$ cat config.mk
export PLATFORM = sky130hd
export DESIGN_NAME = radix_digit_converter_unit
export DESIGN_NICKNAME = d
export VERILOG_FILES = /design/src/hdl/rdc_pkg.sv /design/src/hdl/rdc_cell.sv /design/src/hdl/rdc_digit_array.sv /design/src/hdl/radix_digit_converter_unit.sv
export SDC_FILE = /design/constraint.sdc
export NUM_CORES = 1
export LEC_CHECK = 0
export BUFFER_PORTS_ARGS = -buffer_cell sky130_fd_sc_hd__buf_4
export CAP_MARGIN = 20
export CORE_MARGIN = 5
export CORE_UTILIZATION = 35
export DETAILED_ROUTE_END_ITERATION = 7
export SETUP_SLACK_MARGIN = 0.05
export SYNTH_ARGS = -nofsm -noshare
export SYNTH_HDL_FRONTEND = slang
export SYNTH_SLANG_ARGS = --single-unit
$ cat constraint.sdc
create_clock -name clk -period 10.3 [get_ports clk]
set_clock_uncertainty 0.1 [all_clocks]
set_input_delay 3.09 -clock clk [delete_from_list [all_inputs] [get_ports clk]]
set_output_delay 3.09 -clock clk [all_outputs]
set_load 0.02 [all_outputs]
$ cat src/hdl/rdc_pkg.sv
// shared types, constants and a helper function for the radix digit converter
`default_nettype none
package rdc_pkg;

  localparam int NUMBER_BITS = 31;
  localparam int MAX_DIGITS  = 31;
  localparam int BASE_W      = 5;
  localparam int DIG_W       = 4;
  localparam int CHAR_W      = 7;
  localparam int CYC_W       = $clog2(NUMBER_BITS + MAX_DIGITS);
  localparam int CNT_W       = $clog2(MAX_DIGITS + 1);

  localparam logic [BASE_W-1:0] BASE_MIN = BASE_W'(2);
  localparam logic [BASE_W-1:0] BASE_MAX = BASE_W'(16);
  localparam logic [DIG_W-1:0]  DEC_LIM  = DIG_W'(10);
  localparam logic [CHAR_W-1:0] CHAR_ZERO = CHAR_W'(8'h30);
  localparam logic [CHAR_W-1:0] CHAR_A    = CHAR_W'(8'h41);

  // last accumulate step lands in the top cell on this count
  localparam logic [CYC_W-1:0] CONV_DONE = CYC_W'(NUMBER_BITS + MAX_DIGITS - 2);

  typedef enum logic [1:0] {
    ST_IDLE,
    ST_CONV,
    ST_EMIT,
    ST_INV
  } state_t;

  typedef struct packed {
    logic clear;
    logic feed;
    logic shift;
  } array_ctl_t;

  function automatic logic [CHAR_W-1:0] ascii_of(input logic [DIG_W-1:0] d);
    logic [CHAR_W-1:0] r;
    if (d < DEC_LIM) begin
      r = CHAR_ZERO + CHAR_W'(d);
    end else begin
      r = CHAR_A + CHAR_W'(d - DEC_LIM);
    end
    return r;
  endfunction

endpackage
`default_nettype wire

$ cat src/hdl/rdc_cell.sv
// one digit cell: doubles its digit plus carry modulo the base, shifts for readout
`default_nettype none
module rdc_cell (
  input  wire logic                         clk,
  input  wire logic                         rst_n,
  input  wire rdc_pkg::array_ctl_t          ctl,
  input  wire logic [rdc_pkg::BASE_W-1:0]   base,
  input  wire logic                         tok_in,
  input  wire logic                         cin,
  input  wire logic [rdc_pkg::DIG_W-1:0]    dig_in,
  output logic                              tok_out_r,
  output logic                              cout_r,
  output logic [rdc_pkg::DIG_W-1:0]         digit_r
);

  logic [rdc_pkg::BASE_W-1:0] sum;
  logic [rdc_pkg::BASE_W-1:0] diff;
  logic                       ge;
  logic [rdc_pkg::DIG_W-1:0]  digit_nxt;
  logic                       tok_out_nxt;

  assign sum  = {digit_r, cin};
  assign ge   = (sum >= base);
  assign diff = sum - base;

  always_comb begin
    digit_nxt   = digit_r;
    tok_out_nxt = tok_in;
    if (ctl.clear) begin
      digit_nxt   = '0;
      tok_out_nxt = 1'b0;
    end else if (ctl.shift) begin
      digit_nxt = dig_in;
    end else if (tok_in) begin
      digit_nxt = ge ? diff[rdc_pkg::DIG_W-1:0] : sum[rdc_pkg::DIG_W-1:0];
    end
  end

  always_ff @(posedge clk) begin
    if (!rst_n) begin
      tok_out_r <= 1'b0;
    end else begin
      tok_out_r <= tok_out_nxt;
    end
  end

  always_ff @(posedge clk) begin
    digit_r <= digit_nxt;
    cout_r  <= ge;
  end

endmodule
`default_nettype wire

$ cat src/hdl/rdc_digit_array.sv
// systolic row of digit cells, carries move one cell per cycle
`default_nettype none
module rdc_digit_array (
  input  wire logic                         clk,
  input  wire logic                         rst_n,
  input  wire rdc_pkg::array_ctl_t          ctl,
  input  wire logic [rdc_pkg::BASE_W-1:0]   base,
  input  wire logic                         feed_bit,
  output logic [rdc_pkg::DIG_W-1:0]         top_digit
);

  logic                      tok   [rdc_pkg::MAX_DIGITS];
  logic                      carry [rdc_pkg::MAX_DIGITS];
  logic [rdc_pkg::DIG_W-1:0] dig   [rdc_pkg::MAX_DIGITS];

  for (genvar i = 0; i < rdc_pkg::MAX_DIGITS; i++) begin : g_cell
    if (i == 0) begin : g_first
      rdc_cell u_cell (
        .clk       (clk),
        .rst_n     (rst_n),
        .ctl       (ctl),
        .base      (base),
        .tok_in    (ctl.feed),
        .cin       (feed_bit),
        .dig_in    ('0),
        .tok_out_r (tok[i]),
        .cout_r    (carry[i]),
        .digit_r   (dig[i])
      );
    end else begin : g_rest
      rdc_cell u_cell (
        .clk       (clk),
        .rst_n     (rst_n),
        .ctl       (ctl),
        .base      (base),
        .tok_in    (tok[i-1]),
        .cin       (carry[i-1]),
        .dig_in    (dig[i-1]),
        .tok_out_r (tok[i]),
        .cout_r    (carry[i]),
        .digit_r   (dig[i])
      );
    end
  end

  assign top_digit = dig[rdc_pkg::MAX_DIGITS-1];

endmodule
`default_nettype wire

$ cat src/hdl/radix_digit_converter_unit.sv
// top level: control sequencer, digit readout and output register
// a valid item goes through skewed bit-serial accumulation, then the digit cells are scanned
// a cell a cycle with leading zeros skipped, each other digit waiting while the output is stalled;
// an invalid base loads its single result from the invalid-base state once the output is free
// one item at a time: no new item is accepted until its last result is loaded
// reset clears the sequencer, the output valid flag and the cell tokens
`default_nettype none
module radix_digit_converter_unit (
  input  wire logic                               clk,
  input  wire logic                               rst_n,
  input  wire logic                               in_valid,
  output logic                                    in_ready,
  input  wire logic [rdc_pkg::NUMBER_BITS-1:0]    in_number,
  input  wire logic [rdc_pkg::BASE_W-1:0]         in_base,
  output logic                                    out_valid,
  input  wire logic                               out_ready,
  output logic [rdc_pkg::CHAR_W-1:0]              out_digit_char,
  output logic                                    out_last,
  output logic                                    out_invalid_base
);

  rdc_pkg::state_t                  state_r, state_nxt;
  logic [rdc_pkg::NUMBER_BITS-1:0]  num_r, num_nxt;
  logic [rdc_pkg::BASE_W-1:0]       base_r, base_nxt;
  logic [rdc_pkg::CYC_W-1:0]        cyc_r, cyc_nxt;
  logic [rdc_pkg::CNT_W-1:0]        cnt_r, cnt_nxt;
  logic                             started_r, started_nxt;
  logic                             out_valid_r, out_valid_nxt;
  logic [rdc_pkg::CHAR_W-1:0]       out_char_r, out_char_nxt;
  logic                             out_last_r, out_last_nxt;
  logic                             out_inv_r, out_inv_nxt;
  rdc_pkg::array_ctl_t              ctl;
  logic [rdc_pkg::DIG_W-1:0]        top_digit;
  logic                             out_free;
  logic                             base_ok;

  assign out_free = !out_valid_r || out_ready;
  assign base_ok  = (in_base >= rdc_pkg::BASE_MIN) && (in_base <= rdc_pkg::BASE_MAX);

  rdc_digit_array u_array (
    .clk       (clk),
    .rst_n     (rst_n),
    .ctl       (ctl),
    .base      (base_r),
    .feed_bit  (num_r[rdc_pkg::NUMBER_BITS-1]),
    .top_digit (top_digit)
  );

  always_ff @(posedge clk) begin
    if (!rst_n) begin
      state_r     <= rdc_pkg::ST_IDLE;
      cyc_r       <= '0;
      cnt_r       <= '0;
      started_r   <= 1'b0;
      out_valid_r <= 1'b0;
    end else begin
      state_r     <= state_nxt;
      cyc_r       <= cyc_nxt;
      cnt_r       <= cnt_nxt;
      started_r   <= started_nxt;
      out_valid_r <= out_valid_nxt;
    end
  end

  always_ff @(posedge clk) begin
    num_r      <= num_nxt;
    base_r     <= base_nxt;
    out_char_r <= out_char_nxt;
    out_last_r <= out_last_nxt;
    out_inv_r  <= out_inv_nxt;
  end

  always_comb begin
    state_nxt     = state_r;
    num_nxt       = num_r;
    base_nxt      = base_r;
    cyc_nxt       = cyc_r;
    cnt_nxt       = cnt_r;
    started_nxt   = started_r;
    out_valid_nxt = out_valid_r && !out_ready;
    out_char_nxt  = out_char_r;
    out_last_nxt  = out_last_r;
    out_inv_nxt   = out_inv_r;
    ctl           = '0;
    in_ready      = 1'b0;
    case (state_r)
      rdc_pkg::ST_IDLE: begin
        in_ready = 1'b1;
        if (in_valid) begin
          num_nxt  = in_number;
          base_nxt = in_base;
          cyc_nxt  = '0;
          if (base_ok) begin
            ctl.clear = 1'b1;
            state_nxt = rdc_pkg::ST_CONV;
          end else begin
            state_nxt = rdc_pkg::ST_INV;
          end
        end
      end
      rdc_pkg::ST_CONV: begin
        // msb first into cell zero, carries ripple one cell per cycle
        ctl.feed = (cyc_r < rdc_pkg::CYC_W'(rdc_pkg::NUMBER_BITS));
        if (ctl.feed) begin
          num_nxt = {num_r[rdc_pkg::NUMBER_BITS-2:0], 1'b0};
        end
        cyc_nxt = cyc_r + 1'b1;
        if (cyc_r == rdc_pkg::CONV_DONE) begin
          cnt_nxt     = rdc_pkg::CNT_W'(rdc_pkg::MAX_DIGITS);
          started_nxt = 1'b0;
          state_nxt   = rdc_pkg::ST_EMIT;
        end
      end
      rdc_pkg::ST_EMIT: begin
        if (!started_r && (top_digit == '0) && (cnt_r > rdc_pkg::CNT_W'(1))) begin
          // leading zero
          ctl.shift = 1'b1;
          cnt_nxt   = cnt_r - 1'b1;
        end else if (out_free) begin
          ctl.shift     = 1'b1;
          cnt_nxt       = cnt_r - 1'b1;
          started_nxt   = 1'b1;
          out_valid_nxt = 1'b1;
          out_char_nxt  = rdc_pkg::ascii_of(top_digit);
          out_last_nxt  = (cnt_r == rdc_pkg::CNT_W'(1));
          out_inv_nxt   = 1'b0;
          if (cnt_r == rdc_pkg::CNT_W'(1)) begin
            state_nxt = rdc_pkg::ST_IDLE;
          end
        end
      end
      rdc_pkg::ST_INV: begin
        if (out_free) begin
          out_valid_nxt = 1'b1;
          out_char_nxt  = '0;
          out_last_nxt  = 1'b1;
          out_inv_nxt   = 1'b1;
          state_nxt     = rdc_pkg::ST_IDLE;
        end
      end
      default: begin
        state_nxt = rdc_pkg::ST_IDLE;
      end
    endcase
  end

  assign out_valid        = out_valid_r;
  assign out_digit_char   = out_char_r;
  assign out_last         = out_last_r;
  assign out_invalid_base = out_inv_r;

  a_inv_is_last: assert property (@(posedge clk) disable iff (!rst_n)
    out_valid && out_invalid_base |-> out_last && (out_digit_char == '0))
    else $error("invalid base transaction not a single zero result");

  a_one_item: assert property (@(posedge clk) disable iff (!rst_n)
    in_valid && in_ready |=> !in_ready)
    else $error("second item accepted during conversion");

  a_emit_count: assert property (@(posedge clk) disable iff (!rst_n)
    state_r == rdc_pkg::ST_EMIT |-> cnt_r != '0)
    else $error("digit readout ran past the last cell");

  a_last_to_idle: assert property (@(posedge clk) disable iff (!rst_n)
    !out_valid_r ##1 out_valid_r && out_last_r |-> state_r == rdc_pkg::ST_IDLE)
    else $error("last digit loaded while conversion still active");

endmodule
`default_nettype wire
==> summary.md, run 1 <==
| Metric | Value |
|---|---|
| Status | finished clean |
| Slew Limit Headroom | between 30% and 40% |
| Post-Syn Instances | 1875 |
| Vias in the first global route | 14310 |
| Final slew viol count | 0 |
| Int Power | around 2.4 mW |
| Critical Path RT | roughly 11 ns |
| Post-CTS Setup Bufs | 0 |
| Via count | 14430 |
| Clock share of power | approximately 27% |
| First-pass GRT wire length | a little over 70000 um |
| Post-route setup slack | 4.593 ns |
| Sequential share of power | 35.6% |
| Initial core utilization | between 30% and 40% |
| Via density | roughly 5.7 |
| Largest net degree at the start of global routing | 83 |
| Tmin final | 5.707 ns |
| CP endpoint kind | flip-flop |
| Hold_buf cts | 0 |
| Power per cell area | 210.3 nW/um^2 |
| Die height | between 200 and 250 um |
| Comb pwr share | 37.3% |
| Clock latency on the worst-skew pair | between 0.5 and 0.6 ns |
| Max clock buf depth | 3 |
| IO Pins | 51 |
| Unique masters post-synth | 66 |
| CTS tree | done |
| DIE AREA | 51180 sq um |
| RR Endpoint | u_array.g_cell[30].g_rest.u_cell.digit_r[3] |
| Number of synthesized flops with an enable pin | 45 |
| CP Data Arrival Time | a little over 6 ns |
| Switching power share of the total | 36.90% |
| RD Place Congestion | 0.7915 |
| Maxcap violations | 0 |
| Hold_sp | u_array.g_cell[1].g_rest.u_cell.digit_r[1] |
| Inserted Diodes | 0 |
| DP Worst Slack | a little over 4 ns |
| # rows | 79 |
| Area grow syn2layout | 11.71% |
| Post-DP Area | about 17000 sq um |
| Core Region | 46360 sq um |
| Initial antenna violation count | 0 |
| DR pass1 iterations | 5 |
| Final Cycle Share | 55.41% |
| Buffers added on ports | 50 |
| Synth async-reset ratio | 0% |
| Endpoints failing hold | 0 |
| Crit path launch type | primary input |
| Avg Cell Area, Syn | 8.727 sq um |
| Share of cells above drive strength 1 | 9.326% |
| Clk sinks | 244 |
| Max Fclk | 175.2 MHz |
| First DRT Iteration DRCs | 914 |
| Setup-failing EPs final | 0 |
| Post_cts resized | 0 |
| HP Class | flip-flop to flip-flop |
| Leak Pwr | roughly 7.8 nW |
| RSZ-0062 raised after global routing | no |
| Hold WS | about 0.40 ns |
| Die Width | about 230 um |
| Clock transition at path regs | about 0.060 ns |
| Filler instances | 4664 |
| Worst hold stages | 2 |
| R2R setup slack | 6.42 ns |
| CTS Buf Count | 30 |
| DR WL/cell | 16.90 um |
| GRT Util Overall | 16.30% |
| #FFs+latches synth | 244 |
| Post-Route WL | between 40000 and 50000 um |
| Psw | ~1.4 mW |
| Worst min-delay path endpoint | u_array.g_cell[2].g_rest.u_cell.digit_r[1] |
| Detailed placement HPWL | 27570 um |
| CTS H-tree depth | 1 |
| Sequential share of the synthesized area | between 30% and 40% |
| Top_reg_cell synth | dfxtp_1 |
| Max VDD drop | 153.7 uV |
| RR Startpoint | u_array.g_cell[30].g_rest.u_cell.digit_r[0] |
| Mapped Nets | 2110 |
| Layout Cell Area excl Fill | 18280 sq um |
| Reg2reg path depth | 8 |
| Worst Max-Slew Pin Slew | 1.037 ns |
| Post-Syn Area | around 16000 sq um |
| Antenna-violating nets left | 0 |
| Clk root buf | clkbuf_16 |
| Post-route DRC | 0 |
| Setup TNS | 0 ns |
| Maximum fanout along the worst path | 79 |
| Crit path kind | primary input to flip-flop |
| Global route total overflow | 0 |
| YS warnings | 0 |
| Finished Core Util | 39.43% |
| Final nets | ~2100 |
## placed cells by master, fill, tap and decap left out, drive strengths merged, types with 11 or more instances in the layout
cell / n
nand2: 200
dfxtp: 199
inv: 195
ha: 164
nor3: 125
a21oi: 121
o21ai: 115
a31oi: 92
buf: 63
a21o: 57
a221oi: 54
o41ai: 45
edfxtp: 45
clkbuf: 44
nor2: 38
nand2b: 37
o211ai: 36
fa: 31
xor2: 29
a31o: 26
and3: 20
o31ai: 19
nor3b: 18
a211oi: 17
mux2i: 16
o21a: 12
o211a: 12
xnor2: 11
## cell families (layout without fill, tap and decap cells)
family,after synthesis,after routing,synth area share (%)
compound gates,644,644,27.24
xor+xnor,40,40,2.141
fa+ha+maj,195,195,16.33
buf+inv,258,313,6.400
flops,244,244,32.60
mux,26,26,1.667
simple gates,468,468,13.61
## cell usage after synthesis, drive strengths merged, types with 17 or more instances
master    n  share of area (%)
edfxtp   45                8.3
a31oi    92                3.5
o211ai   36                1.7
a221oi   54                3.3
a21oi   121                3.7
and3     20               0.76
fa       31                3.8
o41ai    45                2.4
a31o     26                1.4
xor2     29                1.6
nor2     38               0.89
o31ai    19               0.87
clkbuf   37               0.85
nand2b   37                1.4
a21o     57                2.6
o21ai   115                3.5
nor3b    18               0.83
a211oi   17               0.84
dfxtp   199                 24
nand2   200                4.6
buf      26                1.1
inv     195                4.5
ha      164                 13
nor3    125                3.9
## registers in the layout (all words and copies together), names as in the netlist
register	cells
started_r	1
num_r	31
u_array.g_cell.g_rest.u_cell.digit_r	120
u_array.g_cell.g_first.u_cell.tok_out_r	1
u_array.g_cell.g_rest.u_cell.tok_out_r	29
out_valid	1
out_digit_char	7
u_array.g_cell.g_rest.u_cell.cout_r	29
state_r	2
u_array.g_cell.g_first.u_cell.cout_r	1
cnt_r	5
base_r	5
out_last	1
out_invalid_base	1
cyc_r	6
u_array.g_cell.g_first.u_cell.digit_r	4
## worst max path at each step
stage	startpoint	end	cells past startpoint
global route	out_ready	u_array.g_cell[24].g_rest.u_cell.digit_r[0]	8
detailed placement	out_ready	u_array.g_cell[29].g_rest.u_cell.digit_r[1]	8
floorplan	in_base[1]	u_array.g_cell[30].g_rest.u_cell.digit_r[3]	7
CTS	out_ready	u_array.g_cell[29].g_rest.u_cell.digit_r[1]	8
global placement	out_ready	u_array.g_cell[8].g_rest.u_cell.digit_r[3]	8
finish	out_ready	u_array.g_cell[22].g_rest.u_cell.digit_r[1]	8
## worst max-delay path: stages
cell and delay, ns:
buf_4 0.10, nand2b_1 0.22, and2_1 0.18, buf_4 0.22
nor2_4 0.76, buf_4 0.79, o21ai_0 0.25, o41ai_1 0.39
## per-stage QoR
step / power, mW / std cells
after global routing: 4.123 / 2537
after global placement: 2.752 / 2482
final: 3.845 / 2537
after CTS: 3.868 / 2537
after detailed placement: 2.807 / 2482
after floorplan: 2.459 / 1875
## power by group through the flow
stage                     Sequential [mW]  Combinational (mW)  Clock [mW]
after floorplan                      1.31                1.15           0
after global placement               1.38                1.37           0
after detailed placement             1.38                1.42           0
after CTS                            1.37                1.44        1.07
after global routing                 1.39                1.63        1.11
final                                1.37                1.44        1.04
## layout make-up
| type | instances | area [sq um] | area share (%) |
|---|---|---|---|
| Multi-Input combinational cell | 1373 | 10000 | 54.73 |
| Sequential cell | 244 | 5335 | 29.19 |
| Clock buffer | 44 | 894.6 | 4.894 |
| Tap cell | 607 | 759.5 | 4.155 |
| Inverter | 195 | 734.5 | 4.018 |
| Timing Repair Buffer | 63 | 473.0 | 2.587 |
| Clock inverter | 11 | 78.83 | 0.4312 |
## per-layer routing
metal  up-vias  track usage [%]  wire length (um)  part of all wire, %
met1      7002            21.53             19660                   46
met5         -                0                 0                    0
li1       7077                -                 -                    -
met3        73            1.846              1622                  3.8
met2       280            28.17             20670                   48
met4         0            4.813               927                  2.2
(Power assumes the default switching activity.)
==> run 2, diff against run 1 <==
Clock period 10.3 ns to 5.6 ns, I/O delays scaled along.
==> run 2 against run 1 <==
Effect of this change: critical path depth stayed put; sequential cell count did not move; worst hold slack got worse by 0.0067 ns; critical endpoint is now u_array.g_cell[25].g_rest.u_cell.digit_r[0].
==> summary.md, run 2 (synthesized netlist as in run 1, its figures left out) <==
| Metric | Value |
|---|---|
| Maxcap violations | 0 |
| Met3 WL | 1427 um |
| Clk sinks | 244 |
| RR Startpoint | base_r[2] |
| Final Cycle Share | 61.02% |
| Switching power share of the total | 36.73% |
| DR pass1 iterations | 5 |
| Post-CTS Setup Bufs | 0 |
| Top delay family on crit path | simple AND/OR/NAND/NOR gates |
| Crit path max-delay cell type | nor2_4 |
| Critical Path Source | out_ready |
| Largest net degree at the start of global routing | 74 |
| Final nets | between 2000 and 2500 |
| Vias in the first global route | 14360 |
| # rows | just under 80 |
| Hold_buf cts | 0 |
| Finished Core Util | 39.64% |
| Clock transition at path regs | 0.06 ns |
| Clock latency on the worst-skew pair | 0.56 ns |
| Max VDD drop | 260.3 uV |
| DRT met1 WL | around 20000 um |
| Tmin final | 3.417 ns |
| Power per cell area | 386.5 nW/um^2 |
| CP Data Arrival Time | 3.76 ns |
| R2R setup slack | 2.26 ns |
| Initial antenna violation count | 0 |
| Max clock buf depth | 3 |
| Max reg flops | 120 |
| First-pass GRT wire length | 71260 um |
| CP endpoint kind | flip-flop |
| Sequential share of power | a little over a third |
| Slew Limit Headroom | a little over a third |
| CTS tree | done |
| Die height | 226.2 um |
| Via count | 14350 |
| Hold WS | 0.3947 ns |
| HP Class | flip-flop to flip-flop |
| Crit path launch type | primary input |
| Critical Path RT | 5.95 ns |
| Inserted Diodes | 0 |
| Leak Pwr | 7.849 nW |
| First DRT Iteration DRCs | 902 |
| CTS H-tree depth | 1 |
| Antenna-violating nets left | 0 |
| Clock share of power | 27.0% |
| Worst hold stages | 2 |
| Worst path max stage delay | 0.56 ns |
| IO Pins | between 50 and 60 |
| Crit path buf inv count | 3 |
| Post-route DRC | 0 |
| Maximum fanout along the worst path | 24 |
| CTS Buf Count | 29 |
| Crit path kind | primary input to flip-flop |
| Highest routed layer | met4 |
| GRT Util Overall | 16.33% |
| Area grow syn2layout | 12.31% |
| Status | finished clean |
| DR WL/cell | ~17 um |
| Hold_sp | u_array.g_cell[17].g_rest.u_cell.digit_r[1] |
| Detailed placement HPWL | 28420 um |
| Buffers added on ports | 50 |
| Via density | 5.644 |
| Metal2 WL | 20160 um |
| Reg2reg path depth | 8 |
| Int Power | 4.494 mW |
| Final slew viol count | 0 |
| Post_cts resized | 0 |
| Most common cell on crit path | buf_4 |
| Clk root buf | clkbuf_16 |
| Global route total overflow | 0 |
| Setup-failing EPs final | 0 |
| Worst min-delay path endpoint | u_array.g_cell[18].g_rest.u_cell.digit_r[1] |
| RSZ-0062 raised after global routing | no |
| DP Worst Slack | approximately 1.6 ns |
| Largest Register | u_array.g_cell.g_rest.u_cell.digit_r |
| Post-route setup slack | 2.183 ns |
| Share of cells above drive strength 1 | 9.457% |
| Psw | ~2.6 mW |
| RR Endpoint | u_array.g_cell[6].g_rest.u_cell.digit_r[0] |
| Die Width | 226.2 um |
| Endpoints failing hold | 0 |
| Critical-path cell list | buf_4 > nand2b_1 > and2_1 > buf_4 > nor2_4 > buf_4 > o21ai_0 > o41ai_1 |
| Setup TNS | 0 ns |
| Most frequent cells in the layout | nand2_1 (199), dfxtp_1 (199), inv_1 (190) |
| Initial core utilization | approximately a third |
| Comb pwr share | 37.6% |
| DIE AREA | between 50000 and 60000 sq um |
| Top Registers | u_array.g_cell.g_rest.u_cell.digit_r: 120 flops, num_r: 31 flops |
| RD Place Congestion | 0.8060 |
| Max Fclk | ~300 MHz |
| Post-Route WL | between 40000 and 50000 um |
| Worst Max-Slew Pin Slew | 0.9754 ns |
| Core Region | 46360 sq um |
## run 2: worst max path at each step
stage | end | slack (ns) | cells after the start
4_1_cts | u_array.g_cell[14].g_rest.u_cell.digit_r[2] | 2.10 | 7
5_1_grt | u_array.g_cell[17].g_rest.u_cell.digit_r[1] | 2.00 | 8
3_3_place_gp | u_array.g_cell[21].g_rest.u_cell.digit_r[2] | 1.62 | 7
3_5_place_dp | u_array.g_cell[14].g_rest.u_cell.digit_r[2] | 1.56 | 7
6_report | u_array.g_cell[25].g_rest.u_cell.digit_r[0] | 2.18 | 8
2_1_floorplan | u_array.g_cell[6].g_rest.u_cell.digit_r[0] | 1.66 | 6
## run 2: layer usage
| layer | track usage (%) | vias up |
|---|---|---|
| met1 | 21.96 | 6946 |
| met5 | 0 | - |
| li1 | - | 7070 |
| met2 | 27.71 | 261 |
| met4 | 4.696 | 0 |
| met3 | 1.950 | 71 |
## run 2: per-stage QoR
step,instances,area (sq um),power (mW)
6_report,2542,18380,7.102
4_1_cts,2541,18360,7.139
2_1_floorplan,1875,16360,4.523
3_5_place_dp,2488,17400,5.189
5_1_grt,2542,18380,7.619
3_3_place_gp,2488,17400,5.098
## run 2: cell type report
class,count,area [sq um]
Fill cell,4599,27980
Multi-Input combinational cell,1373,10000
Sequential cell,244,5335
Clock buffer,41,820.8
Tap cell,607,759.5
Inverter,195,734.5
Timing Repair Buffer,70,583.1
Clock inverter,12,141.4
## run 2: power groups by stage
stage | Sequential (mW) | Clock [mW] | Combinational (mW)
floorplan | 2.42 | 0 | 2.11
CTS | 2.51 | 1.97 | 2.67
detailed placement | 2.54 | 0 | 2.65
global route | 2.56 | 2.04 | 3.03
global placement | 2.54 | 0 | 2.56
finish | 2.51 | 1.92 | 2.67
## run 2: worst register-to-register path, stage by stage, from the launching register on
cell and delay, ns:
edfxtp_1 0.37, inv_2 0.56, buf_4 0.39, ha_1 0.34, a21o_1 0.20, a31o_2 0.21, a31oi_1 0.49, mux2_2 0.41
a21boi_0 0.18
